<file path="config.mk">
export PLATFORM = sky130hd
export DESIGN_NAME = command_frame_deframer
export DESIGN_NICKNAME = d
export VERILOG_FILES = /design/src/rtl/core/cfd_pkg.sv /design/src/rtl/core/cfd_front.sv /design/src/rtl/core/cfd_queue.sv /design/src/rtl/core/cfd_back.sv /design/src/rtl/core/command_frame_deframer.sv
export SDC_FILE = /design/constraint.sdc
export NUM_CORES = 1
export LEC_CHECK = 0
export ABC_AREA = 1
export BUFFER_PORTS_ARGS = -buffer_cell sky130_fd_sc_hd__buf_2
export CAP_MARGIN = 15
export CORE_ASPECT_RATIO = 0.8
export CORE_UTILIZATION = 55
export DETAILED_ROUTE_END_ITERATION = 7
export HOLD_SLACK_MARGIN = 0.1
export PLACE_DENSITY = 0.79
export SYNTH_ARGS = -nofsm -noshare
export SYNTH_HDL_FRONTEND = slang
export SYNTH_SLANG_ARGS = --single-unit
</file>
<file path="constraint.sdc">
create_clock -name clk_i -period 4.5 [get_ports clk_i]
set_input_delay 0.45 -clock clk_i [delete_from_list [all_inputs] [get_ports clk_i]]
set_output_delay 0.45 -clock clk_i [all_outputs]
set_load 0.05 [all_outputs]
</file>
<file path="src/rtl/core/cfd_pkg.sv">
`default_nettype none

package cfd_pkg;

  // default payload buffer depth in bytes
  localparam int unsigned BUFFER_BYTES_DEF = 64;

  // frame queue between front and back
  localparam int unsigned QUEUE_DEPTH = 2;
  localparam int unsigned Q_PTR_W     = $clog2(QUEUE_DEPTH);
  localparam int unsigned Q_CNT_W     = $clog2(QUEUE_DEPTH + 1);

  // header and request characters
  localparam logic [7:0] CH_DOLLAR = 8'h24;
  localparam logic [7:0] CH_M      = 8'h4D;
  localparam logic [7:0] CH_LT     = 8'h3C;
  localparam logic [7:0] CH_HASH   = 8'h23;

  // reset values of the configuration registers
  localparam logic       MAIN_PORT_RST   = 1'b1;
  localparam logic [7:0] REBOOT_CHAR_RST = 8'd82;

  typedef enum logic [0:0] {
    CFG_MAIN_PORT   = 1'b0,
    CFG_REBOOT_CHAR = 1'b1
  } cfg_idx_e;

  typedef enum logic [1:0] {
    KIND_PAYLOAD = 2'd0,
    KIND_EMPTY   = 2'd1,
    KIND_CLI     = 2'd2,
    KIND_REBOOT  = 2'd3
  } kind_e;

  typedef enum logic [2:0] {
    PH_IDLE  = 3'd0,
    PH_START = 3'd1,
    PH_M     = 3'd2,
    PH_ARROW = 3'd3,
    PH_SIZE  = 3'd4,
    PH_CMD   = 3'd5
  } phase_e;

  typedef enum logic [1:0] {
    BK_IDLE = 2'd0,
    BK_READ = 2'd1,
    BK_EMIT = 2'd2
  } bk_state_e;

  // one job handed from the parser to the emitter
  typedef struct packed {
    kind_e      kind;
    logic [7:0] command;
    logic [7:0] size;
  } job_t;

endpackage

`default_nettype wire

</file>
<file path="src/rtl/core/cfd_front.sv">
`default_nettype none

module cfd_front #(
  parameter int unsigned BUFFER_BYTES = cfd_pkg::BUFFER_BYTES_DEF,
  parameter int unsigned SIZE_W       = $clog2(BUFFER_BYTES + 1),
  parameter int unsigned ADDR_W       = (BUFFER_BYTES > 1) ? $clog2(BUFFER_BYTES) : 1
) (
  input  wire logic              clk_i,
  input  wire logic              rst_ni,
  input  wire logic              in_valid_i,
  output logic                   in_stall_o,
  input  wire logic [7:0]        rx_byte_i,
  input  wire logic              armed_i,
  input  wire logic              main_port_i,
  input  wire logic [7:0]        reboot_char_i,
  output logic                   push_o,
  output cfd_pkg::job_t          job_o,
  input  wire logic              q_full_i,
  output logic                   wr_en_o,
  output logic [ADDR_W-1:0]      wr_addr_o,
  output logic [7:0]             wr_data_o,
  input  wire logic              release_i,
  output logic                   locked_o
);
  import cfd_pkg::*;

  phase_e            phase_q, phase_d;
  logic [SIZE_W-1:0] exp_size_q, exp_size_d;
  logic [SIZE_W-1:0] rcv_cnt_q, rcv_cnt_d;
  logic [7:0]        cmd_q, cmd_d;
  logic [7:0]        xor_q, xor_d;
  logic              locked_q, locked_d;

  logic in_xfer;
  logic cnt_done;
  logic too_big;
  logic payload_phase;
  logic may_push;

  assign cnt_done      = (rcv_cnt_q == exp_size_q);
  assign too_big       = ({1'b0, rx_byte_i} > 9'(BUFFER_BYTES));
  assign payload_phase = (phase_q == PH_CMD) && !cnt_done;
  assign may_push      = (phase_q == PH_IDLE) || ((phase_q == PH_CMD) && cnt_done);

  // hold off payload writes while the buffer is being sent, and results when the queue is full
  assign in_stall_o = (payload_phase && locked_q) || (may_push && q_full_i);
  assign in_xfer    = in_valid_i && !in_stall_o;

  // next parse phase
  always_comb begin
    phase_d = phase_q;
    if (in_xfer) begin
      case (phase_q)
        PH_IDLE:  if (rx_byte_i == CH_DOLLAR) phase_d = PH_START;
        PH_START: phase_d = (rx_byte_i == CH_M) ? PH_M : PH_IDLE;
        PH_M:     phase_d = (rx_byte_i == CH_LT) ? PH_ARROW : PH_IDLE;
        PH_ARROW: phase_d = too_big ? PH_IDLE : PH_SIZE;
        PH_SIZE:  phase_d = PH_CMD;
        PH_CMD:   if (cnt_done) phase_d = PH_IDLE;
        default:  phase_d = PH_IDLE;
      endcase
    end
  end

  // datapath, buffer writes and job generation
  always_comb begin
    exp_size_d    = exp_size_q;
    rcv_cnt_d     = rcv_cnt_q;
    cmd_d         = cmd_q;
    xor_d         = xor_q;
    push_o        = 1'b0;
    job_o.kind    = KIND_CLI;
    job_o.command = 8'd0;
    job_o.size    = 8'd0;
    wr_en_o       = 1'b0;
    wr_addr_o     = rcv_cnt_q[ADDR_W-1:0];
    wr_data_o     = rx_byte_i;
    if (in_xfer) begin
      case (phase_q)
        PH_IDLE: begin
          if (rx_byte_i != CH_DOLLAR && !armed_i && main_port_i) begin
            if (rx_byte_i == CH_HASH) begin
              push_o     = 1'b1;
              job_o.kind = KIND_CLI;
            end else if (rx_byte_i == reboot_char_i) begin
              push_o     = 1'b1;
              job_o.kind = KIND_REBOOT;
            end
          end
        end
        PH_ARROW: begin
          if (!too_big) begin
            exp_size_d = SIZE_W'(rx_byte_i);
            rcv_cnt_d  = '0;
            xor_d      = rx_byte_i;
          end
        end
        PH_SIZE: begin
          cmd_d = rx_byte_i;
          xor_d = xor_q ^ rx_byte_i;
        end
        PH_CMD: begin
          if (!cnt_done) begin
            xor_d     = xor_q ^ rx_byte_i;
            wr_en_o   = 1'b1;
            rcv_cnt_d = rcv_cnt_q + 1'b1;
          end else if (xor_q == rx_byte_i) begin
            push_o        = 1'b1;
            job_o.command = cmd_q;
            job_o.size    = 8'(exp_size_q);
            job_o.kind    = (exp_size_q == '0) ? KIND_EMPTY : KIND_PAYLOAD;
          end
        end
        default: ;
      endcase
    end
  end

  // buffer ownership: taken by a payload job, given back by the emitter
  always_comb begin
    locked_d = locked_q;
    if (release_i) locked_d = 1'b0;
    if (push_o && job_o.kind == KIND_PAYLOAD) locked_d = 1'b1;
  end

  assign locked_o = locked_q;

  always_ff @(posedge clk_i or negedge rst_ni) begin
    if (!rst_ni) begin
      phase_q    <= PH_IDLE;
      exp_size_q <= '0;
      rcv_cnt_q  <= '0;
      cmd_q      <= '0;
      xor_q      <= '0;
      locked_q   <= 1'b0;
    end else begin
      phase_q    <= phase_d;
      exp_size_q <= exp_size_d;
      rcv_cnt_q  <= rcv_cnt_d;
      cmd_q      <= cmd_d;
      xor_q      <= xor_d;
      locked_q   <= locked_d;
    end
  end

endmodule

`default_nettype wire

</file>
<file path="src/rtl/core/cfd_queue.sv">
`default_nettype none

module cfd_queue (
  input  wire logic           clk_i,
  input  wire logic           rst_ni,
  input  wire logic           push_i,
  input  wire cfd_pkg::job_t  push_job_i,
  output logic                full_o,
  input  wire logic           pop_i,
  output cfd_pkg::job_t       pop_job_o,
  output logic                empty_o
);
  import cfd_pkg::*;

  job_t               slots_q [QUEUE_DEPTH];
  logic [Q_PTR_W-1:0] wr_ptr_q, rd_ptr_q;
  logic [Q_CNT_W-1:0] cnt_q;

  assign full_o    = (cnt_q == Q_CNT_W'(QUEUE_DEPTH));
  assign empty_o   = (cnt_q == '0);
  assign pop_job_o = slots_q[rd_ptr_q];

  // storage
  always_ff @(posedge clk_i) begin
    if (push_i) slots_q[wr_ptr_q] <= push_job_i;
  end

  // pointers and fill count
  always_ff @(posedge clk_i or negedge rst_ni) begin
    if (!rst_ni) begin
      wr_ptr_q <= '0;
      rd_ptr_q <= '0;
      cnt_q    <= '0;
    end else begin
      if (push_i) wr_ptr_q <= wr_ptr_q + 1'b1;
      if (pop_i)  rd_ptr_q <= rd_ptr_q + 1'b1;
      if (push_i && !pop_i)      cnt_q <= cnt_q + 1'b1;
      else if (pop_i && !push_i) cnt_q <= cnt_q - 1'b1;
    end
  end

endmodule

`default_nettype wire

</file>
<file path="src/rtl/core/cfd_back.sv">
`default_nettype none

module cfd_back #(
  parameter int unsigned BUFFER_BYTES = cfd_pkg::BUFFER_BYTES_DEF,
  parameter int unsigned SIZE_W       = $clog2(BUFFER_BYTES + 1),
  parameter int unsigned ADDR_W       = (BUFFER_BYTES > 1) ? $clog2(BUFFER_BYTES) : 1
) (
  input  wire logic              clk_i,
  input  wire logic              rst_ni,
  input  wire logic              q_empty_i,
  input  wire cfd_pkg::job_t     q_job_i,
  output logic                   pop_o,
  input  wire logic              wr_en_i,
  input  wire logic [ADDR_W-1:0] wr_addr_i,
  input  wire logic [7:0]        wr_data_i,
  output logic                   release_o,
  output logic                   out_valid_o,
  input  wire logic              out_stall_i,
  output logic [1:0]             kind_o,
  output logic [7:0]             command_o,
  output logic [6:0]             frame_size_o,
  output logic [5:0]             byte_index_o,
  output logic [7:0]             payload_byte_o,
  output logic                   last_o
);
  import cfd_pkg::*;

  logic [7:0] mem [BUFFER_BYTES];

  bk_state_e         state_q, state_d;
  job_t              job_q;
  logic [SIZE_W-1:0] idx_q;
  logic [SIZE_W-1:0] idx_inc;
  logic [7:0]        rdata_q;
  logic              out_valid_q;
  logic [1:0]        kind_q;
  logic [7:0]        command_q;
  logic [6:0]        frame_size_q;
  logic [5:0]        byte_index_q;
  logic [7:0]        payload_byte_q;
  logic              last_q;

  logic is_payload;
  logic is_last;
  logic out_free;
  logic load;

  assign is_payload = (job_q.kind == KIND_PAYLOAD);
  assign idx_inc    = idx_q + 1'b1;
  assign is_last    = !is_payload || (idx_inc == SIZE_W'(job_q.size));
  assign out_free   = !out_valid_q || !out_stall_i;

  // next state
  always_comb begin
    state_d = state_q;
    case (state_q)
      BK_IDLE: begin
        if (!q_empty_i) state_d = (q_job_i.kind == KIND_PAYLOAD) ? BK_READ : BK_EMIT;
      end
      BK_READ: state_d = BK_EMIT;
      BK_EMIT: begin
        if (out_free) state_d = is_last ? BK_IDLE : BK_READ;
      end
      default: state_d = BK_IDLE;
    endcase
  end

  // control outputs
  always_comb begin
    pop_o     = (state_q == BK_IDLE) && !q_empty_i;
    load      = (state_q == BK_EMIT) && out_free;
    release_o = load && is_payload && is_last;
  end

  // payload buffer, registered read
  always_ff @(posedge clk_i) begin
    if (wr_en_i) mem[wr_addr_i] <= wr_data_i;
    if (state_q == BK_READ) rdata_q <= mem[idx_q[ADDR_W-1:0]];
  end

  // job and result payload registers
  always_ff @(posedge clk_i) begin
    if (pop_o) job_q <= q_job_i;
    if (load) begin
      kind_q         <= job_q.kind;
      command_q      <= job_q.command;
      frame_size_q   <= 7'(job_q.size);
      byte_index_q   <= is_payload ? 6'(idx_q) : 6'd0;
      payload_byte_q <= is_payload ? rdata_q : 8'd0;
      last_q         <= is_last;
    end
  end

  // control registers
  always_ff @(posedge clk_i or negedge rst_ni) begin
    if (!rst_ni) begin
      state_q     <= BK_IDLE;
      idx_q       <= '0;
      out_valid_q <= 1'b0;
    end else begin
      state_q <= state_d;
      if (pop_o)     idx_q <= '0;
      else if (load) idx_q <= idx_inc;
      if (load)                          out_valid_q <= 1'b1;
      else if (out_valid_q && !out_stall_i) out_valid_q <= 1'b0;
    end
  end

  assign out_valid_o    = out_valid_q;
  assign kind_o         = kind_q;
  assign command_o      = command_q;
  assign frame_size_o   = frame_size_q;
  assign byte_index_o   = byte_index_q;
  assign payload_byte_o = payload_byte_q;
  assign last_o         = last_q;

endmodule

`default_nettype wire

</file>
<file path="src/rtl/core/command_frame_deframer.sv">
// Request-frame deframer for a serial byte stream.
// Input channel: one received byte (rx_byte_i, armed_i) per transfer on
// in_valid_i / in_stall_o. Output channel: one result per transfer on
// out_valid_o / out_stall_i, carrying kind, command, frame size, byte index,
// payload byte and a last mark on the final result of each frame or request.
// Configuration: cfg_we_i writes cfg_wdata_i to register cfg_idx_i
// (0 main_port, 1 reboot char) at a clock edge; write only while idle.
// Throughput: the parser takes one byte per cycle. It stalls a payload byte
// while the previous frame's payload is still being sent from the buffer,
// and a possibly result-bearing byte while the two-entry frame queue is full.
// Order: after the checksum byte transfers, the frame's job enters the frame
// queue, the emitter pops it, and each payload result takes one buffer read
// plus one output load; a CLI, reboot or empty-command result is loaded into
// the output register after the pop, with no buffer read.
// Reset clears the parser to idle, empties the queue, drops any output and
// restores main_port = 1 and the reboot char = 82. The payload buffer is not
// cleared; only entries of the current frame are ever read.
// When the receiver stalls, the output register holds its result, the
// emitter waits, and the parser keeps accepting header bytes.
`default_nettype none

module command_frame_deframer #(
  parameter int unsigned BUFFER_BYTES = cfd_pkg::BUFFER_BYTES_DEF
) (
  input  wire logic       clk_i,
  input  wire logic       rst_ni,
  input  wire logic       in_valid_i,
  output logic            in_stall_o,
  input  wire logic [7:0] rx_byte_i,
  input  wire logic       armed_i,
  output logic            out_valid_o,
  input  wire logic       out_stall_i,
  output logic [1:0]      kind_o,
  output logic [7:0]      command_o,
  output logic [6:0]      frame_size_o,
  output logic [5:0]      byte_index_o,
  output logic [7:0]      payload_byte_o,
  output logic            last_o,
  input  wire logic       cfg_we_i,
  input  wire logic [0:0] cfg_idx_i,
  input  wire logic [7:0] cfg_wdata_i
);
  import cfd_pkg::*;

  localparam int unsigned SIZE_W = $clog2(BUFFER_BYTES + 1);
  localparam int unsigned ADDR_W = (BUFFER_BYTES > 1) ? $clog2(BUFFER_BYTES) : 1;

  logic       main_port_q;
  logic [7:0] reboot_char_q;

  logic              push;
  job_t              push_job;
  logic              q_full;
  logic              q_empty;
  logic              pop;
  job_t              pop_job;
  logic              wr_en;
  logic [ADDR_W-1:0] wr_addr;
  logic [7:0]        wr_data;
  logic              release_buf;
  logic              locked;

  // configuration registers
  always_ff @(posedge clk_i or negedge rst_ni) begin
    if (!rst_ni) begin
      main_port_q   <= MAIN_PORT_RST;
      reboot_char_q <= REBOOT_CHAR_RST;
    end else if (cfg_we_i) begin
      case (cfg_idx_e'(cfg_idx_i))
        CFG_MAIN_PORT:   main_port_q   <= cfg_wdata_i[0];
        CFG_REBOOT_CHAR: reboot_char_q <= cfg_wdata_i;
        default: ;
      endcase
    end
  end

  cfd_front #(
    .BUFFER_BYTES (BUFFER_BYTES),
    .SIZE_W       (SIZE_W),
    .ADDR_W       (ADDR_W)
  ) u_front (
    .clk_i         (clk_i),
    .rst_ni        (rst_ni),
    .in_valid_i    (in_valid_i),
    .in_stall_o    (in_stall_o),
    .rx_byte_i     (rx_byte_i),
    .armed_i       (armed_i),
    .main_port_i   (main_port_q),
    .reboot_char_i (reboot_char_q),
    .push_o        (push),
    .job_o         (push_job),
    .q_full_i      (q_full),
    .wr_en_o       (wr_en),
    .wr_addr_o     (wr_addr),
    .wr_data_o     (wr_data),
    .release_i     (release_buf),
    .locked_o      (locked)
  );

  cfd_queue u_queue (
    .clk_i      (clk_i),
    .rst_ni     (rst_ni),
    .push_i     (push),
    .push_job_i (push_job),
    .full_o     (q_full),
    .pop_i      (pop),
    .pop_job_o  (pop_job),
    .empty_o    (q_empty)
  );

  cfd_back #(
    .BUFFER_BYTES (BUFFER_BYTES),
    .SIZE_W       (SIZE_W),
    .ADDR_W       (ADDR_W)
  ) u_back (
    .clk_i          (clk_i),
    .rst_ni         (rst_ni),
    .q_empty_i      (q_empty),
    .q_job_i        (pop_job),
    .pop_o          (pop),
    .wr_en_i        (wr_en),
    .wr_addr_i      (wr_addr),
    .wr_data_i      (wr_data),
    .release_o      (release_buf),
    .out_valid_o    (out_valid_o),
    .out_stall_i    (out_stall_i),
    .kind_o         (kind_o),
    .command_o      (command_o),
    .frame_size_o   (frame_size_o),
    .byte_index_o   (byte_index_o),
    .payload_byte_o (payload_byte_o),
    .last_o         (last_o)
  );

  // the parser never overwrites the buffer while its payload is being sent
  a_no_write_locked: assert property (@(posedge clk_i) disable iff (!rst_ni)
    wr_en |-> !locked)
    else $error("payload buffer written while locked");

  // no job is pushed into a full queue
  a_no_push_full: assert property (@(posedge clk_i) disable iff (!rst_ni)
    push |-> !q_full)
    else $error("frame queue overflow");

  // the buffer is only given back while it is held
  a_release_held: assert property (@(posedge clk_i) disable iff (!rst_ni)
    release_buf |-> locked)
    else $error("buffer released while not locked");

  // single-result kinds always carry the last mark
  a_single_last: assert property (@(posedge clk_i) disable iff (!rst_ni)
    (out_valid_o && kind_o != KIND_PAYLOAD) |-> last_o)
    else $error("non-payload result without last mark");

endmodule

`default_nettype wire

</file>
==> key figures, run 1 <==
Status
  • Status: completed

Synthesis
  • #FFs+latches synth: 660
  • Post-Syn Area: approximately 0.027 mm^2
  • Synth unique cells: 41
  • Post-synth EDFFs: 603
  • Ys flop type: edfxtp_1
  • Post-synthesis sequential area ratio: 72.9%
  • Count leader, synth: edfxtp_1
  • Syn Nets: 2167
  • Yosys warns: 0
  • Gate Count Post-Synth: 2141
  • Synth area leader: edfxtp_1
  • Top cell type's share of synthesized area: 67.6%
  • Top cells by count, synth: 603 x edfxtp_1, 353 x nor2_1, 284 x o21ai_0, 200 x nand2_1, 99 x clkbuf_1
  • FFs w/ async S/R, synth: roughly 8.6%
  • Top post-synthesis cells by area: edfxtp_1 68%, o21ai_0 5.3%, dfrtp_1 5.0%
  • Mean Syn Cell Area: 12.5 um^2

Clocking
  • Num CTS Buffers: 58
  • Post-CTS Hold Buffers: 10
  • Max Buffers Root-to-Sink: 3
  • CTS tree: done
  • Clock Pin Slew Worst Setup and Hold Paths: 70 ps
  • Setup Fix Bufs, Post-CTS: 0
  • Clock latency on the worst-skew pair: 610 ps
  • Clock Sink Count: between 600 and 700
  • Post_cts resized: 0
  • H-tree depth: 2
  • Root buf cell: clkbuf_16

Placed design
  • IO Port Bufs: 56
  • Dpl cells: roughly 2700
  • DP Wirelength: 39600 um
  • Gp weighted congestion: between 0.9 and 1

STA
  • Final Hold Fails: 0
  • Finish-stage setup viols: 0
  • Final period util: 76.5%
  • Relative slew margins: 30.5%
  • RSZ-0062 raised after global routing: false
  • Slew Viols, Final: 0
  • Least-Margin Pin Slew: 1030 ps
  • Min Tclk post-route: ~3400 ps
  • Sum Neg Setup Slack: 0 ps
  • Achievable Freq: 290 MHz
  • Clk_skew: 19.7 ps

Power
  • Seq pwr share: 45.1%
  • Comb power frac: around a quarter
  • NetSw: 5.59 mW
  • Total power: 16.5 mW
  • Pwr Density: between 500 and 600 mW/mm^2
  • Pleak: between 10 and 15 nW
  • Sw Share: 33.9%
  • Peak supply drop: just over 0.0006 V
  • Int Pwr: 10.9 mW
  • Clock power frac: 29.4%

Worst setup path
  • Worst r2r path cells: 9
  • Critical path startpoint category: flop
  • Worst-path cell chain: inv_1 -> nand2_2 -> nor2_4 -> inv_1 -> nor2_2 -> inv_1 -> nor2_1 -> nand3_1 -> nor2_1
  • Reg-to-reg endpoint: u_back.mem[61][3]
  • Worst R2R Start: u_front.phase_q[1]
  • Worst EP arrival: 3680 ps
  • Critical Path End Type: flop
  • Crit-path most repeated cell: inv_1
  • Worst R2R Setup Slack: 1060 ps
  • Critical path data required time: 4740 ps
  • Worst Path Max Fanout: 18
  • CP max stage delay: between 800 and 900 ps
  • WS Path Type: flop to flop
  • CP max stage cell: nor2_1

Floorplanning
  • Core area: 0.0475 mm^2
  • Rows: 71
  • Initial core utilization: between 50% and 60%
  • Die area: 0.0496 mm^2
  • Die Ht: between 150 and 200 um
  • Die Width: 249 um
  • Ports: 57

Route
  • Initial DRT Pass Iterations: 6
  • Routed vias: 18000
  • Routed WL per cell: 23.2 um
  • Routed wire length: roughly 66000 um
  • Drc violations: 0
  • Final ANT Viol Nets: 0
  • Via/cell ratio: 6.28
  • Iter 0 DRT Violations: roughly 2200

Final layout
  • Fillers: between 3000 and 4000
  • Layout cells sized above 1: about 11%
  • Fin nets: 2221
  • N_diodes: 0
  • P&R area growth vs syn: 11.0%
  • Fin util: between 60% and 70%
  • Final cell count without fillers: 2862

Worst hold path
  • Min-Delay Endpoint: reboot_char_q[7]
  • Hold Path Origin: cfg_wdata_i[7]
  • Worst Hold Path Cells: 3
  • Hold Path Class: input port to flop

Global routing
  • First-pass GRT wire length: 101000 um
  • GRT Util Overall: 26.8%
  • Vias in the first global route: 17300
  • Initial antenna violation count: 1
  • Largest net degree at the start of global routing: 144
  • Grt ovf: 0

Job
  • Max-cap violations: 0
[critical path, delay by kind of cell (launching register included)]
kind / cells / cell delay [ps]
buffers and inverters: 3 / 370
flip-flops: 1 / 410
AND/OR/NAND/NOR: 6 / 2280
[how the worst max path moves through the flow]
stage	startpoint	endpoint	depth (start not counted)
2_1_floorplan	rx_byte_i[1]	u_queue.slots_q[0][0]	11
3_3_place_gp	u_front.phase_q[1]	u_back.mem[37][5]	9
3_5_place_dp	u_front.phase_q[1]	u_back.mem[61][3]	9
4_1_cts	u_front.phase_q[1]	u_back.mem[61][7]	9
5_1_grt	u_front.phase_q[1]	u_back.mem[37][6]	9
6_report	u_front.phase_q[1]	u_back.mem[61][3]	9
[per-layer routing]
layer,GRT usage (%),wire [um]
met1,38.3,26800
met2,40.5,29600
met3,6.94,8240
met4,8.19,1590
met5,0,15
[cell usage in the layout, fill, tap and decap left out, types with 8 or more instances in the layout]
cell and count:
edfxtp_1 603, nor2_1 353, o21ai_0 284, nand2_1 200, nand3_1 82, inv_1 70, o211ai_1 70, buf_4 65
o22ai_1 62, clkbuf_16 61, o221ai_1 58, buf_2 56, nor3_1 51, dfrtp_1 50, o21ai_1 22, xnor2_1 19
clkinv_1 13, clkinv_2 13, clkbuf_1 12, dlygate4sd3_1 10, xor2_1 9, a21oi_1 9, nand4_1 8, nor3_2 8
[registers in the layout (all words and copies together), names as in the netlist, 8 cells and up]
name and count:
u_back.mem 512, u_queue.slots_q 34, u_back.job_q 17, reboot_char_q 8
u_back.command_o 8, u_back.payload_byte_o 8, u_back.rdata_q 8, u_front.cmd_q 8
u_front.xor_q 8
[cells by family (layout without fill, tap and decap cells)]
kind of cell	Yosys count	count (layout)	share of synthesized area (%)
AND/OR/NAND/NOR	721	721	11.2
flip-flops	660	660	72.9
AO/OA/AOI/OAI	507	507	11.2
adder cells (fa/ha/maj)	3	3	0.140
buffers and inverters	218	319	3.34
multiplexers	4	4	0.168
XOR/XNOR	28	28	0.916
[final cells by class]
type | instances | area [um^2] | area share, %
multi-input cells | 1263 | 6360 | 21.4
clock buffers | 73 | 1570 | 5.29
clock inverters | 34 | 264 | 0.888
repair buffers | 133 | 908 | 3.06
flip-flops and latches | 660 | 19500 | 65.7
inverters | 79 | 305 | 1.03
well taps | 620 | 776 | 2.61
[power groups by stage]
| stage | clock network (mW) | logic, mW | registers (mW) |
|---|---|---|---|
| floorplan | 0 | 2.54 | 7.86 |
| global placement | 0 | 3.99 | 7.54 |
| detailed placement | 0 | 4.11 | 7.56 |
| CTS | 4.87 | 4.15 | 7.43 |
| global route | 5.10 | 4.57 | 7.48 |
| finish | 4.84 | 4.21 | 7.44 |
[through the flow]
stage / hold slack [ps] / worst slack (ps) / area, um^2
after CTS: 103 / 1160 / 29700
final: 109 / 1060 / 29700
after global placement: 401 / 1370 / 27800
after detailed placement: 407 / 1190 / 27800
after floorplan: 154 / 1470 / 26800
after global routing: 106 / 873 / 29700
No activity file was read; power rests on OpenSTA's default activity.
==> run 2: changes to the inputs <==
ABC_AREA = 0   (was 1)
clock period = 3.5 ns   (was 4.5 ns; I/O delays follow)
==> key figures, run 2 <==
Synthesis
  • Post-synthesis sequential area ratio: between 70 and 80%
  • Post-Syn Area: 0.0263 mm^2
  • Mean Syn Cell Area: 18.5 um^2
  • Post-synth EDFFs: 603
  • Top cells by count, synth: 603 x edfxtp_1, 112 x mux4_2, 88 x nor2_1, 53 x dfrtp_1, 49 x nand2_1
  • Syn Nets: 1443
  • Yosys warns: 0
  • Synth unique cells: between 60 and 70
  • Ys flop type: edfxtp_1
  • Synth area leader: edfxtp_1
  • FFs w/ async S/R, synth: 8.64%
  • Count leader, synth: edfxtp_1
  • Top post-synthesis cells by area: edfxtp_1 69%, mux4_2 9.6%, dfrtp_1 5.1%
  • Gate Count Post-Synth: 1417
  • #FFs+latches synth: 660
  • Top cell type's share of synthesized area: around 69%

Worst setup path
  • Worst Path Max Fanout: 12
  • Critical path startpoint category: flop
  • Worst r2r path cells: 6
  • Critical Path End Type: output port
  • Critical path data required time: 3150 ps
  • WS Path Type: flop to output port
  • Worst EP arrival: 2640 ps

Floorplanning
  • Die Ht: between 150 and 200 um
  • Core area: 0.0471 mm^2
  • Initial core utilization: 55.8%
  • Die area: 0.0486 mm^2
  • Ports: 57
  • Rows: 71
  • Die Width: 246 um

Route
  • Routed WL per cell: 26.6 um
  • Iter 0 DRT Violations: around 1800
  • Routed wire length: 59700 um
  • Routed vias: 14000
  • Initial DRT Pass Iterations: 6
  • Drc violations: 0
  • Via/cell ratio: 6.26
  • Final ANT Viol Nets: 0

STA
  • Achievable Freq: 335 MHz
  • Final period util: 85.3%
  • Least-Margin Pin Slew: 811 ps
  • Finish-stage setup viols: 0
  • Min Tclk post-route: ~3000 ps
  • Sum Neg Setup Slack: 0 ps
  • Relative slew margins: 45.7%
  • Final Hold Fails: 0
  • Clk_skew: 25.1 ps
  • PnR worst setup slack: between 500 and 600 ps
  • Hold WS: 166 ps
  • Slew Viols, Final: 0
  • RSZ-0062 raised after global routing: false

Job
  • Max-cap violations: 0

Worst hold path
  • Hold Path Class: input port to flop
  • Worst Hold Path Cells: 1

Power
  • Peak supply drop: 0.000673 V
  • Int Pwr: 14.4 mW
  • Pleak: 9.91 nW
  • Clock power frac: between 30 and 40%
  • NetSw: roughly 5.5 mW
  • Comb power frac: between 10% and 20%
  • Sw Share: 27.6%
  • Pwr Density: 664 mW/mm^2
  • Seq pwr share: 48.0%

Clocking
  • Clock Sink Count: 660
  • Post_cts resized: 0
  • Setup Fix Bufs, Post-CTS: 0
  • H-tree depth: 2
  • CTS tree: done
  • Root buf cell: clkbuf_16
  • Clock Pin Slew Worst Setup and Hold Paths: 60 ps
  • Num CTS Buffers: 60
  • Clock latency on the worst-skew pair: between 600 and 700 ps
  • Max Buffers Root-to-Sink: 3

Final layout
  • Layout cells sized above 1: a little over a quarter
  • Max FFs per register: between 500 and 600
  • Commonest non-fill, non-tap cell in the layout: edfxtp_1
  • Fin nets: between 1500 and 2000
  • Most frequent cells in the layout: 603 x edfxtp_1, 112 x mux4_2, 100 x buf_4, 87 x nor2_1, 62 x clkbuf_16
  • Top flop regs: u_back.mem (512), u_queue.slots_q (34), u_back.job_q (17)
  • P&R area growth vs syn: 14.0%
  • Top reg by flops: u_back.mem
  • Fin area: around 0.030 mm^2

Global routing
  • Met2 GRT Util: 37.5%
  • Grt ovf: 0
  • Met1 Resource Use GR: 35.5%
  • Initial antenna violation count: 3
  • GRT Util Overall: 25.4%
  • Largest net degree at the start of global routing: 68
  • First-pass GRT wire length: between 80000 and 90000 um
  • GR Util met3: 8.80%
  • Layer with the highest usage: met2
  • Vias in the first global route: 14100

Placed design
  • IO Port Bufs: 56
  • Gp weighted congestion: just under 0.9
  • Pre-CTS setup slack: 648 ps
  • Area post-placement: 0.0279 mm^2
  • DP Wirelength: 37300 um

Status
  • Status: completed
[run 2: metrics by stage]
step                      power, mW  instances  utilization (%)
after global routing           20.5       2240             63.6
after global placement         13.4       2119             59.2
after detailed placement       13.5       2119             59.2
final                          19.9       2241             63.6
after CTS                      20.0       2239             63.5
after floorplan                12.3       1417                -
[run 2: cell type report]
cell class	count	area [um^2]
Antenna cell	1	2.50
Clock buffer	69	1580
Clock inverter	40	353
Fill cell	3072	17200
Inverter	12	45.0
Multi-Input combinational cell	664	6340
Sequential cell	660	19500
Tap cell	620	776
Timing Repair Buffer	175	1290
[run 2: final timing paths]
check | from | to | slack, ps
max | u_front.rcv_cnt_q[4] | in_stall_o | 510
min | rx_byte_i[3] | u_back.mem[0][3] | 170
max reg2reg | u_back.idx_q[0] | u_back.rdata_q[1] | 610
min reg2reg | u_back.job_q[13] | u_back.command_o[5] | 420
max in group asynchronous | rst_ni | reboot_char_q[4] | 2280
min in group asynchronous | rst_ni | reboot_char_q[2] | 300
[run 2: cell families after synthesis]
group                      synth area share, %
and+or+nand+nor                           5.40
buffers and inverters                     1.51
xor gates and xnor gates                  1.20
adders and majority gates                0.143
DFF                                       74.4
muxes                                     13.1
AOI/OAI and AO/OA                         4.24
[run 2: per-layer routing]
layer	part of all wire, %	up-vias
li1	-	5968
met1	40	7152
met2	45	783
met3	12	126
met4	3.2	2
met5	0.012	-
[run 2: repair_timing]
action                     4_1_cts  5_1_grt
hold buffers                    11        0
hold endpoints to repair        38        0
setup endpoints to repair        0        0
[run 2: power by group through the flow]
stage	logic [mW]	clock network [mW]	registers, mW
after floorplan	2.53	0	9.80
final	3.87	6.46	9.55
after global routing	4.15	6.81	9.59
after detailed placement	3.85	0	9.70
after CTS	3.90	6.53	9.54
after global placement	3.76	0	9.68
[run 2: worst max-delay path, cell delays in order (launching register included)]
cell and delay (ps):
dfrtp_1 510, xor2_1 230, nor4_4 380, and2_1 270, nand2_1 100, a21oi_1 160
a21o_1 110, buf_2 260
==> run 3: changes to the inputs <==
BUFFER_PORTS_ARGS = -buffer_cell sky130_fd_sc_hd__buf_4   (was -buffer_cell sky130_fd_sc_hd__buf_2)
==> key figures, run 3 (synthesis results as in run 2) <==
STA
  • Final period util: 86.2%
  • Slew Viols, Final: 0
  • Final Hold Fails: 0
  • Min Tclk post-route: roughly 3000 ps
  • Finish-stage setup viols: 0
  • RSZ-0062 raised after global routing: false
  • Achievable Freq: 332 MHz
  • Least-Margin Pin Slew: around 870 ps
  • Clk_skew: 14.0 ps
  • Relative slew margins: between 40% and 50%
  • Sum Neg Setup Slack: 0 ps

Route
  • Iter 0 DRT Violations: around 1700
  • Initial DRT Pass Iterations: 5
  • Routed WL per cell: approximately 27 um
  • Final ANT Viol Nets: 0
  • Drc violations: 0
  • Via/cell ratio: 6.28
  • Routed wire length: 60200 um
  • Routed vias: 14100

Power
  • Total power: 19.8 mW
  • Peak supply drop: 0.000536 V
  • Pleak: just under 10 nW
  • Pwr Density: 659 mW/mm^2

Floorplanning
  • Ports: 57
  • Core area: 0.0471 mm^2
  • Die Width: roughly 250 um
  • Die area: 0.0486 mm^2
  • Die Ht: around 200 um
  • Initial core utilization: 55.8%
  • Rows: 71

Job
  • Max-cap violations: 0

Worst setup path
  • Critical Path End Type: output port
  • CP max stage delay: 520 ps
  • CP max stage cell: dfrtp_1
  • Critical path startpoint category: flop
  • Worst-path cell chain: xor2_1 -> nor3_1 -> and2_1 -> nand2_1 -> a21oi_1 -> a21o_1 -> buf_4
  • WS Path Type: flop to output port
  • Worst EP arrival: about 2700 ps
  • Critical path data required time: between 3000 and 4000 ps
  • Worst Path Max Fanout: 11

Placed design
  • Gp weighted congestion: approximately 0.86
  • DP Wirelength: ~37000 um
  • IO Port Bufs: 56
  • Area post-placement: 0.0280 mm^2

Final layout
  • Layout cells sized above 1: 26.4%
  • P&R area growth vs syn: 14.3%
  • Top flop regs: u_back.mem (512), u_queue.slots_q (34), u_back.job_q (17)
  • Fin area: 0.0300 mm^2
  • Fillers: just over 3000
  • Top reg by flops: u_back.mem
  • Commonest non-fill, non-tap cell in the layout: edfxtp_1
  • Max FFs per register: 512
  • Fin nets: 1599
  • Most frequent cells in the layout: 603 x edfxtp_1, 156 x buf_4, 112 x mux4_2, 87 x nor2_1, 61 x clkbuf_16

Clocking
  • Max Buffers Root-to-Sink: 3
  • Num CTS Buffers: 60
  • H-tree depth: 2
  • Clock Pin Slew Worst Setup and Hold Paths: 60 ps
  • Clock latency on the worst-skew pair: 630 ps
  • Setup Fix Bufs, Post-CTS: 0
  • Root buf cell: clkbuf_16
  • Clock Sink Count: 660
  • Post_cts resized: 0
  • CTS tree: done

Global routing
  • Grt ovf: 0
  • Vias in the first global route: 14000
  • GRT Util Overall: about a quarter
  • Largest net degree at the start of global routing: 67
  • First-pass GRT wire length: 89300 um
  • Initial antenna violation count: 2

Status
  • Status: completed

Worst hold path
  • Hold Path Class: input port to flop
## run 3: changes by cell type in the layout (fill, tap and decap cells not counted), sizes merged
cell         change
inv              +4
clkbuf           +3
dlygate4sd3      +1
bufinv           -3
buf              -1
## run 3: worst paths after layout
kind | slack (ps) | start | to | cells past startpoint
setup / recovery | 480 | u_front.rcv_cnt_q[5] | in_stall_o | 7
hold / removal | 140 | rx_byte_i[3] | u_back.mem[31][3] | 1
setup reg to reg | 510 | u_front.rcv_cnt_q[4] | u_back.mem[12][7] | 6
hold reg to reg | 420 | u_back.job_q[10] | u_back.command_o[2] | 0
max in group asynchronous | 2510 | rst_ni | u_back.idx_q[0] | 2
min in group asynchronous | 380 | rst_ni | u_front.xor_q[1] | 2
## run 3: metal layers
layer / part of all wire, % / wire length (um) / global-route usage, % / vias up
met5: 0.015 / 9 / 0 / -
met4: 2.6 / 1540 / 7.98 / 2
met3: 11 / 6810 / 7.04 / 96
met2: 46 / 27800 / 38.1 / 850
met1: 40 / 24100 / 36.6 / 7178
li1: - / - / - / 5968
## run 3: critical path: cells and delay by family, from the launching register on
kind            cells  cell delay (ps)
buf+inv             1              190
simple gates        3              820
compound gates      2              290
xor+xnor            1              210
flops               1              520
## run 3: repair_timing
action                     in CTS  in global routing
hold buffers                   12                  0
setup endpoints to repair       0                  0
hold endpoints to repair       67                  0
## run 3: metrics by stage
step                      hold slack [ps]  worst slack, ps  utilization [%]  instances
after global routing                  115              338             63.7       2244
after global placement                402              714             59.5       2118
final                                 136              484             63.7       2245
after floorplan                      54.4              557                -       1417
after CTS                             102              498             63.7       2244
after detailed placement              405              606             59.5       2119
## run 3: layout make-up
| cell class | count | area [um^2] | share of cell area, % |
|---|---|---|---|
| clock buffers | 72 | 1590 | 5.29 |
| clock inverters | 41 | 290 | 0.967 |
| repair buffers | 175 | 1420 | 4.74 |
| multi-input cells | 664 | 6340 | 21.1 |
| flip-flops and latches | 660 | 19500 | 65.1 |
| well taps | 620 | 776 | 2.59 |
| inverters | 12 | 45.0 | 0.150 |
| diodes | 1 | 2.50 | 0.00834 |
## run 3: power breakdown
part,internal [mW],total (mW),switching [mW],leakage (nW)
Combinational,1.70,3.95,2.25,2.83
Clock,3.46,6.30,2.84,0.912
Sequential,9.11,9.53,0.428,6.19
